--- src/hdl/nfir_pkg.sv ---
`timescale 1ns / 1ps

package nfir_pkg;

  localparam int SAMPLE_W   = 16;
  localparam int HIST_AW    = 3;
  localparam int HIST_DEPTH = 8;
  localparam int CFG_IDX_W  = 8;
  // sum of eight 16-bit signed weights
  localparam int WSUM_W     = 19;
  localparam int PROD_W     = 32;
  // |weight * sample| for a positive weight stays below 2**30
  localparam int MAG_W      = 30;
  localparam int DIVR_W     = 19;
  localparam int REM_W      = 20;
  localparam int DIV_STEPS  = 30;
  localparam int DIV_CNT_W  = 5;

  typedef logic signed [SAMPLE_W-1:0] sample_t;
  typedef logic signed [WSUM_W-1:0]   wsum_t;
  typedef logic signed [PROD_W-1:0]   prod_t;

  typedef enum logic [2:0] {
    ST_IDLE,
    ST_WSUM,
    ST_CHECK,
    ST_READ,
    ST_MUL,
    ST_DSTART,
    ST_DIV,
    ST_OUT
  } state_t;

  typedef struct packed {
    logic               we;
    logic [HIST_AW-1:0] waddr;
    sample_t            wdata;
    logic               re;
    logic [HIST_AW-1:0] raddr;
  } hist_req_t;

endpackage

--- src/hdl/nfir_if.sv ---
`timescale 1ns / 1ps

interface nfir_in_if;
  import nfir_pkg::*;
  logic    valid;
  logic    ready;
  sample_t sample_in;
  modport source (output valid, output sample_in, input ready);
  modport sink (input valid, input sample_in, output ready);
endinterface

interface nfir_out_if;
  import nfir_pkg::*;
  logic    valid;
  logic    ready;
  sample_t sample_out;
  logic    zero_weight_error;
  modport source (output valid, output sample_out, output zero_weight_error, input ready);
  modport sink (input valid, input sample_out, input zero_weight_error, output ready);
endinterface

interface nfir_cfg_if;
  import nfir_pkg::*;
  logic                 valid;
  logic                 ready;
  logic [CFG_IDX_W-1:0] index;
  sample_t              wdata;
  modport source (output valid, output index, output wdata, input ready);
  modport sink (input valid, input index, input wdata, output ready);
endinterface

--- src/hdl/nfir_hist.sv ---
`timescale 1ns / 1ps

module nfir_hist (
  input  logic                clk,
  input  logic                rst,
  input  nfir_pkg::hist_req_t req,
  output nfir_pkg::sample_t   rdata
);
  import nfir_pkg::*;

  sample_t               mem [HIST_DEPTH];
  logic [HIST_DEPTH-1:0] vld;

  always_ff @(posedge clk) begin
    if (req.we) begin
      mem[req.waddr] <= req.wdata;
    end
    if (req.re) begin
      rdata <= vld[req.raddr] ? mem[req.raddr] : '0;
    end
  end

  // entries never written since reset read as zero
  always_ff @(posedge clk) begin
    if (rst) begin
      vld <= '0;
    end else if (req.we) begin
      vld[req.waddr] <= 1'b1;
    end
  end

endmodule

--- src/hdl/nfir_div.sv ---
`timescale 1ns / 1ps

module nfir_div (
  input  logic              clk,
  input  logic              rst,
  input  logic              start,
  input  nfir_pkg::prod_t   dividend,
  input  nfir_pkg::wsum_t   divisor,
  output logic              done,
  output nfir_pkg::sample_t quo
);
  import nfir_pkg::*;

  logic                 busy;
  logic [DIV_CNT_W-1:0] step;
  logic [MAG_W-1:0]     dvd;
  logic [DIVR_W-1:0]    dvr;
  logic [REM_W-1:0]     rem;
  logic [SAMPLE_W-1:0]  q;
  logic                 neg;

  logic [PROD_W-1:0] a_abs;
  logic [REM_W-1:0]  b_ext;
  logic [REM_W-1:0]  b_abs;
  logic [REM_W-1:0]  sh;
  logic [REM_W-1:0]  trial;
  logic              ge;

  always_comb begin
    a_abs = dividend[PROD_W-1] ? PROD_W'(-dividend) : PROD_W'(dividend);
    b_ext = REM_W'(divisor);
    b_abs = divisor[WSUM_W-1] ? -b_ext : b_ext;
    sh    = {rem[REM_W-2:0], dvd[MAG_W-1]};
    trial = sh - {1'b0, dvr};
    ge    = !trial[REM_W-1];
    done  = busy && (step == '0);
    // only the low 16 bits of the truncated quotient reach the sum
    quo   = neg ? sample_t'(-q) : sample_t'(q);
  end

  always_ff @(posedge clk) begin
    if (rst) begin
      busy <= 1'b0;
      step <= '0;
    end else if (start) begin
      busy <= 1'b1;
      step <= DIV_CNT_W'(DIV_STEPS);
    end else if (busy) begin
      if (step == '0) begin
        busy <= 1'b0;
      end else begin
        step <= step - DIV_CNT_W'(1);
      end
    end
  end

  always_ff @(posedge clk) begin
    if (start) begin
      dvd <= a_abs[MAG_W-1:0];
      dvr <= b_abs[DIVR_W-1:0];
      rem <= '0;
      q   <= '0;
      neg <= dividend[PROD_W-1] ^ divisor[WSUM_W-1];
    end else if (busy && step != '0) begin
      rem <= ge ? trial : sh;
      q   <= {q[SAMPLE_W-2:0], ge};
      dvd <= {dvd[MAG_W-2:0], 1'b0};
    end
  end

endmodule

--- src/hdl/normalized_fir_filter.sv ---
`timescale 1ns / 1ps
// Normalized-gain FIR filter, one signed 16-bit sample in, one result out.
// upstream:   valid/ready request carrying sample_in.
// downstream: valid/ready request carrying sample_out and zero_weight_error.
// cfg:        valid/ready write of tap weight cfg.index (0..TAPS-1); other
//             indexes are dropped. ready is always high. Write only while idle.
// Each positive tap adds trunc(w*x/W), W being the sum of all TAPS weights;
// the sum wraps to 16 bits. W equal to zero gives 0 with the error flag set.
// The delay line is an 8-entry ring memory with registered reads.
// Each item runs the weight sum over all TAPS weights and a zero check;
// each positive tap then takes a memory read, a multiply and the 30-step
// serial divider, and each other tap is skipped. One item is worked on at
// a time.
// The result sits in an output register; the next sample is taken while it
// waits, and a stalled receiver holds the sequencer only at hand-off.
// Reset (synchronous, active high) clears the delay line to zeros, sets
// tap 0 to 1 and the other taps to 0, and empties the output register.
module normalized_fir_filter #(
  parameter int TAPS = 8
) (
  input  logic       clk,
  input  logic       rst,
  nfir_in_if.sink    upstream,
  nfir_out_if.source downstream,
  nfir_cfg_if.sink   cfg
);
  import nfir_pkg::*;

  localparam int IDX_W = (TAPS > 1) ? $clog2(TAPS) : 1;
  localparam logic [IDX_W-1:0] LAST = IDX_W'(TAPS - 1);

  state_t             state;
  state_t             state_next;
  logic [IDX_W-1:0]   cnt;
  logic [HIST_AW-1:0] ptr;
  wsum_t              wsum;
  sample_t            acc;
  prod_t              prod;
  sample_t            taps [TAPS];
  logic               out_valid;
  sample_t            out_sample;
  logic               out_err;

  sample_t   tap_sel;
  logic      tap_pos;
  logic      in_rdy;
  logic      out_load;
  logic      div_start;
  logic      div_done;
  sample_t   div_quo;
  sample_t   hist_rdata;
  hist_req_t hreq;

  nfir_hist u_hist (
    .clk   (clk),
    .rst   (rst),
    .req   (hreq),
    .rdata (hist_rdata)
  );

  nfir_div u_div (
    .clk      (clk),
    .rst      (rst),
    .start    (div_start),
    .dividend (prod),
    .divisor  (wsum),
    .done     (div_done),
    .quo      (div_quo)
  );

  assign cfg.ready             = 1'b1;
  assign upstream.ready        = in_rdy;
  assign downstream.valid      = out_valid;
  assign downstream.sample_out = out_sample;
  assign downstream.zero_weight_error = out_err;

  assign tap_sel = taps[cnt];
  assign tap_pos = !tap_sel[SAMPLE_W-1] && (tap_sel != '0);

  always_comb begin
    state_next = state;
    hreq       = '0;
    div_start  = 1'b0;
    in_rdy     = 1'b0;
    out_load   = 1'b0;
    case (state)
      ST_IDLE: begin
        in_rdy = 1'b1;
        if (upstream.valid) begin
          hreq.we    = 1'b1;
          hreq.waddr = ptr + HIST_AW'(1);
          hreq.wdata = upstream.sample_in;
          state_next = ST_WSUM;
        end
      end
      ST_WSUM: begin
        if (cnt == LAST) state_next = ST_CHECK;
      end
      ST_CHECK: begin
        state_next = (wsum == '0) ? ST_OUT : ST_READ;
      end
      ST_READ: begin
        if (tap_pos) begin
          hreq.re    = 1'b1;
          hreq.raddr = ptr - HIST_AW'(cnt);
          state_next = ST_MUL;
        end else if (cnt == LAST) begin
          state_next = ST_OUT;
        end
      end
      ST_MUL: begin
        state_next = ST_DSTART;
      end
      ST_DSTART: begin
        div_start  = 1'b1;
        state_next = ST_DIV;
      end
      ST_DIV: begin
        if (div_done) state_next = (cnt == LAST) ? ST_OUT : ST_READ;
      end
      ST_OUT: begin
        if (!out_valid || downstream.ready) begin
          out_load   = 1'b1;
          state_next = ST_IDLE;
        end
      end
      default: state_next = ST_IDLE;
    endcase
  end

  always_ff @(posedge clk) begin
    if (rst) begin
      state     <= ST_IDLE;
      cnt       <= '0;
      ptr       <= '0;
      out_valid <= 1'b0;
      for (int i = 0; i < TAPS; i++) begin
        taps[i] <= (i == 0) ? sample_t'(1) : '0;
      end
    end else begin
      state <= state_next;
      if (cfg.valid && cfg.index < CFG_IDX_W'(TAPS)) begin
        taps[cfg.index[IDX_W-1:0]] <= cfg.wdata;
      end
      if (out_load) begin
        out_valid <= 1'b1;
      end else if (downstream.ready) begin
        out_valid <= 1'b0;
      end
      case (state)
        ST_IDLE: begin
          if (upstream.valid) begin
            ptr <= ptr + HIST_AW'(1);
            cnt <= '0;
          end
        end
        ST_WSUM: begin
          cnt <= (cnt == LAST) ? '0 : cnt + IDX_W'(1);
        end
        ST_READ: begin
          if (!tap_pos && cnt != LAST) cnt <= cnt + IDX_W'(1);
        end
        ST_DIV: begin
          if (div_done && cnt != LAST) cnt <= cnt + IDX_W'(1);
        end
        default: ;
      endcase
    end
  end

  always_ff @(posedge clk) begin
    case (state)
      ST_IDLE: begin
        wsum <= '0;
        acc  <= '0;
      end
      ST_WSUM: begin
        wsum <= wsum + wsum_t'(tap_sel);
      end
      ST_MUL: begin
        prod <= prod_t'(tap_sel) * prod_t'(hist_rdata);
      end
      ST_DIV: begin
        if (div_done) acc <= acc + div_quo;
      end
      ST_OUT: begin
        if (out_load) begin
          out_sample <= (wsum == '0) ? '0 : acc;
          out_err    <= (wsum == '0);
        end
      end
      default: ;
    endcase
  end

`ifndef ASSERT_OFF
  a_done_in_div: assert property (@(posedge clk) disable iff (rst)
    div_done |-> state == ST_DIV)
    else $error("divider finished outside the divide state");

  a_read_pos_tap: assert property (@(posedge clk) disable iff (rst)
    hreq.re |-> tap_pos && state == ST_READ)
    else $error("history read for a tap that is not positive");

  a_accept_starts: assert property (@(posedge clk) disable iff (rst)
    upstream.valid && upstream.ready |=> state == ST_WSUM && cnt == '0)
    else $error("accepted sample did not start the weight sum");

  a_err_zero: assert property (@(posedge clk) disable iff (rst)
    downstream.valid && downstream.zero_weight_error |-> downstream.sample_out == '0)
    else $error("zero weight sum with nonzero output");
`endif

endmodule

--- src/flat_wrapper.sv ---
// flat-port wrapper written by rule: the top's interface ports become plain ports
module normalized_fir_filter_flat import nfir_pkg::*;
#(
  parameter int TAPS = 8
)
  (clk, rst, upstream_valid, upstream_sample_in, upstream_ready, downstream_valid, downstream_sample_out, downstream_zero_weight_error, downstream_ready, cfg_valid, cfg_index, cfg_wdata, cfg_ready);
  nfir_in_if upstream_i ();
  nfir_out_if downstream_i ();
  nfir_cfg_if cfg_i ();
  input  logic clk;
  input  logic rst;
  input wire logic [$bits(upstream_i.valid)-1:0] upstream_valid;
  input wire logic [$bits(upstream_i.sample_in)-1:0] upstream_sample_in;
  output wire logic [$bits(upstream_i.ready)-1:0] upstream_ready;
  output wire logic [$bits(downstream_i.valid)-1:0] downstream_valid;
  output wire logic [$bits(downstream_i.sample_out)-1:0] downstream_sample_out;
  output wire logic [$bits(downstream_i.zero_weight_error)-1:0] downstream_zero_weight_error;
  input wire logic [$bits(downstream_i.ready)-1:0] downstream_ready;
  input wire logic [$bits(cfg_i.valid)-1:0] cfg_valid;
  input wire logic [$bits(cfg_i.index)-1:0] cfg_index;
  input wire logic [$bits(cfg_i.wdata)-1:0] cfg_wdata;
  output wire logic [$bits(cfg_i.ready)-1:0] cfg_ready;
  assign upstream_i.valid = upstream_valid;
  assign upstream_i.sample_in = upstream_sample_in;
  assign upstream_ready = upstream_i.ready;
  assign downstream_valid = downstream_i.valid;
  assign downstream_sample_out = downstream_i.sample_out;
  assign downstream_zero_weight_error = downstream_i.zero_weight_error;
  assign downstream_i.ready = downstream_ready;
  assign cfg_i.valid = cfg_valid;
  assign cfg_i.index = cfg_index;
  assign cfg_i.wdata = cfg_wdata;
  assign cfg_ready = cfg_i.ready;
  normalized_fir_filter #(.TAPS(TAPS)) u_core (.clk(clk), .rst(rst), .upstream(upstream_i), .downstream(downstream_i), .cfg(cfg_i));
endmodule
--- config.mk ---
export PLATFORM = sky130hd
export DESIGN_NAME = normalized_fir_filter_flat
export DESIGN_NICKNAME = d
export VERILOG_FILES = /design/src/hdl/nfir_pkg.sv /design/src/hdl/nfir_if.sv /design/src/hdl/nfir_hist.sv /design/src/hdl/nfir_div.sv /design/src/hdl/normalized_fir_filter.sv /design/src/flat_wrapper.sv
export SDC_FILE = /design/constraint.sdc
export NUM_CORES = 2
export LEC_CHECK = 0
export BUFFER_PORTS_ARGS = -buffer_cell sky130_fd_sc_hd__buf_2
export CORE_ASPECT_RATIO = 0.75
export CORE_MARGIN = 3
export CORE_UTILIZATION = 55
export CTS_CLUSTER_DIAMETER = 30
export DETAILED_ROUTE_END_ITERATION = 16
export HOLD_SLACK_MARGIN = 0.12
export PLACE_DENSITY = 0.73
export SLEW_MARGIN = 5
export SYNTH_ARGS = -nofsm -noshare
export SYNTH_HDL_FRONTEND = slang
export SYNTH_SLANG_ARGS = --single-unit
--- constraint.sdc ---
create_clock -name clk -period 9.65 [get_ports clk]
set_input_delay 0 -clock clk [delete_from_list [all_inputs] [get_ports clk]]
set_output_delay 0 -clock clk [all_outputs]
set_load 0.02 [all_outputs]
==> impl_metrics.env <==
export IMPL_status="finished, final reports clean"
export IMPL_maxSlewViolCount=0
export IMPL_layout_common_cells="edfxtp_1, inv_1, nand2_1, fa_1, and2_1"
export IMPL_h_tree_depth=3
export IMPL_syn2layout_area_growth_pct=14.0
export IMPL_critPathArrivalTime_ns=8.62
export IMPL_instances_no_fill=3887
export IMPL_maxCapViolCount=0
export IMPL_hpwlAfterDp_um=49700
export IMPL_drc=0
export IMPL_initial_core_util_pct=55.9
export IMPL_tightest_slew_ns=1.09
export IMPL_synth_area_um2=32300
export IMPL_syn_inst=2918
export IMPL_leakage_uw=0.0152
export IMPL_r2r_cells=25
export IMPL_cts_buffers=84
export IMPL_io_pins=65
export IMPL_diodes=0
export IMPL_clk_pin_slew_ns=0.05
export IMPL_root_buffer="clkbuf_16"
export IMPL_clk_latency_ns=0.64
export IMPL_grt_antenna_before_repair=1
export IMPL_reg2reg_slack_ns=1.37
export IMPL_finalCriticalPeriod_ns=8.28
export IMPL_ir_drop_mv=0.520
export IMPL_fp_coreArea_um2=57700
export IMPL_clock_sinks=467
export IMPL_mostFrequentLayoutCell="edfxtp_1"
export IMPL_wire_per_inst_um=18.7
export IMPL_die_area_um2=61600
export IMPL_utilization_pct=63.7
export IMPL_maxClockFrequency_mhz=121
export IMPL_critPathMaxStageDelay_ns=0.84
export IMPL_fin_crit_sh_pct=85.8
export IMPL_rr_endpoint="u_core.prod[28]"
export IMPL_nets=3489
export IMPL_tns_ns=0
export IMPL_finalHoldViolations=0
export IMPL_grt_overflow=0
export IMPL_setup_worst_path_end_class="register"
export IMPL_skew_ns=0.0594
export IMPL_slowest_stage="dfxtp_2"
export IMPL_post_cts_setup_buffers=0
export IMPL_worst_hold_path_type="input port to register"
export IMPL_post_cts_resized=0
export IMPL_cp_endpoint="u_core.prod[28]"
export IMPL_pwr_density_cell_nw_per_um2=337
export IMPL_gp_congestion=0.871
export IMPL_synth_avg_cell_area_um2=11.1
export IMPL_grt_pass1_vias=23000
export IMPL_drtIter0Drc=1657
export IMPL_grt_pass1_wl_um=119000
export IMPL_post_route_cells_drive_above_1_share_pct=10.9
export IMPL_ys_warn_count=0
export IMPL_relSlewSlack_pct=27.5
export IMPL_synth_ff_type="edfxtp_1"
export IMPL_place_ws_ns=1.46
export IMPL_synth_seq_area_share_pct=41.5
export IMPL_fp_dieW_um=286
export IMPL_vias=21700
export IMPL_rows=76
export IMPL_dp_cells=3690
export IMPL_rsz0062_at_grt="no"
export IMPL_crit_type="register to register"
export IMPL_cts_hold_buffers=40
export IMPL_setup_viol=0
export IMPL_cts_tree="built"
export IMPL_dr_pass1_iters=5
export IMPL_ant_nets=0
export IMPL_async_reset_ff_share_pct=0
export IMPL_cp_max_fo=24
export IMPL_synth_nets=3371
export IMPL_critPathLaunchType="register"
export IMPL_grt_usage_pct=24.2
export IMPL_synth_edf_count=405
export IMPL_ys_types=67
export IMPL_io_buffers=63
export IMPL_grt_max_degree=83
export IMPL_ys_ff_latch=467
export IMPL_drt_total_wl_um=72700
export IMPL_clockBufferDepth=3
export IMPL_cp_required_ns=9.99
export IMPL_hp_start="cfg_index[0]"
export IMPL_worst_slack_ns=1.37
export IMPL_post_drt_via_cell_ratio=5.58
export IMPL_fp_dieH_um=216
## registers in the layout, indices dropped and copies added (netlist names), named ones only
name,cells
u_core.u_div.busy,1
u_core.u_hist.mem,128
u_core.u_div.q,16
u_core.downstream.sample_out,16
u_core.prod,31
u_core.downstream.valid,1
u_core.u_div.dvd,30
u_core.state,3
u_core.wsum,19
u_core.u_div.step,5
u_core.taps,128
u_core.cnt,3
u_core.acc,16
u_core.ptr,3
u_core.downstream.zero_weight_error,1
u_core.u_hist.rdata,16
u_core.u_hist.vld,8
u_core.u_div.neg,1
u_core.u_div.rem,19
u_core.u_div.dvr,19
## layout make-up
class | instances | area, um^2
Inverter | 382 | 1430
Clock buffer | 99 | 2270
Tap cell | 780 | 976
Timing Repair Buffer | 143 | 1020
Sequential cell | 467 | 13400
Fill cell | 4397 | 20900
Multi-Input combinational cell | 1958 | 17000
Clock inverter | 58 | 661
## where the power goes
group	total (uW)	switching, uW	leakage [uW]	internal [uW]
combinational	6710	3730	0.00948	2980
sequential	2720	70.7	0.00434	2650
clock	2990	1080	0.00141	1910
## worst max-delay path: cells and delay by family (launching register included)
family | cells | cell delay, ns
adder cells (fa/ha/maj) | 7 | 3.09
AO/OA/AOI/OAI | 7 | 1.45
buffers and inverters | 6 | 1.05
multiplexers | 2 | 0.85
flip-flops | 1 | 0.84
AND/OR/NAND/NOR | 2 | 0.57
XOR/XNOR | 1 | 0.08
## synth_stat cells (5+ instances only)
library cell	number	area (um^2)
nor3_1	43	215
clkbuf_1	91	342
and3_1	26	163
a211oi_1	8	60.1
dfxtp_1	62	1240
or3_1	16	100
o41ai_1	9	78.8
mux2i_1	70	701
mux4_2	28	631
o21a_1	12	90.1
mux2_1	14	158
ha_1	142	1780
mux2_2	18	203
inv_1	382	1430
or4_1	8	60.1
edfxtp_1	405	12200
o21ai_1	16	80.1
fa_1	266	5330
buf_6	5	56.3
nand3_1	31	155
nor4_1	11	68.8
xnor2_1	90	788
nand2_1	277	1040
a21oi_2	12	105
nor2_1	122	458
nor2b_1	40	250
a21oi_1	126	631
nand4_1	5	31.3
buf_2	7	35.0
and2_1	250	1560
o21ai_0	98	490
or2_2	20	125
xor2_1	49	429
nand2b_1	18	113
a31oi_1	11	68.8
a22oi_1	17	128
a21o_1	21	158
o31ai_1	21	158
## logic make-up (layout without fill, tap and decap cells)
logic type	after synthesis	after routing	share of synthesized area [%]
AOI/OAI and AO/OA	401	401	7.74
xor gates and xnor gates	139	139	3.77
adders and majority gates	408	408	22.0
buffers and inverters	493	682	5.92
DFF	467	467	41.5
muxes	130	130	5.24
other	1	1	0.0116
and+or+nand+nor	879	879	13.8
## routing by layer
layer | vias up | routed length [um] | track usage (%)
met2 | 719 | 34200 | 39.5
li1 | 10100 | - | -
met1 | 10700 | 31900 | 33.0
met3 | 114 | 5080 | 5.26
met5 | - | 13 | 0
met4 | 2 | 1450 | 6.51
## worst min path at each step
stage	endpoint	slack [ns]	cells after the start
6_report	u_core.taps[5][3]	0.20	5
5_1_grt	u_core.taps[5][3]	0.20	5
4_1_cts	u_core.taps[5][3]	0.16	5
3_5_place_dp	u_core.taps[0][0]	0.36	2
3_3_place_gp	u_core.taps[0][0]	0.33	2
2_1_floorplan	u_core.taps[0][0]	0.18	1
## through the flow
step	instance area, um^2	total power (uW)	hold WS (ns)
after floorplan	32300	8160	0.178
after global placement	33500	9260	0.333
after detailed placement	33500	9440	0.356
after CTS	36800	12500	0.157
after global routing	36800	13700	0.201
final	36800	12400	0.199
Power figures use the tool's default switching activity.
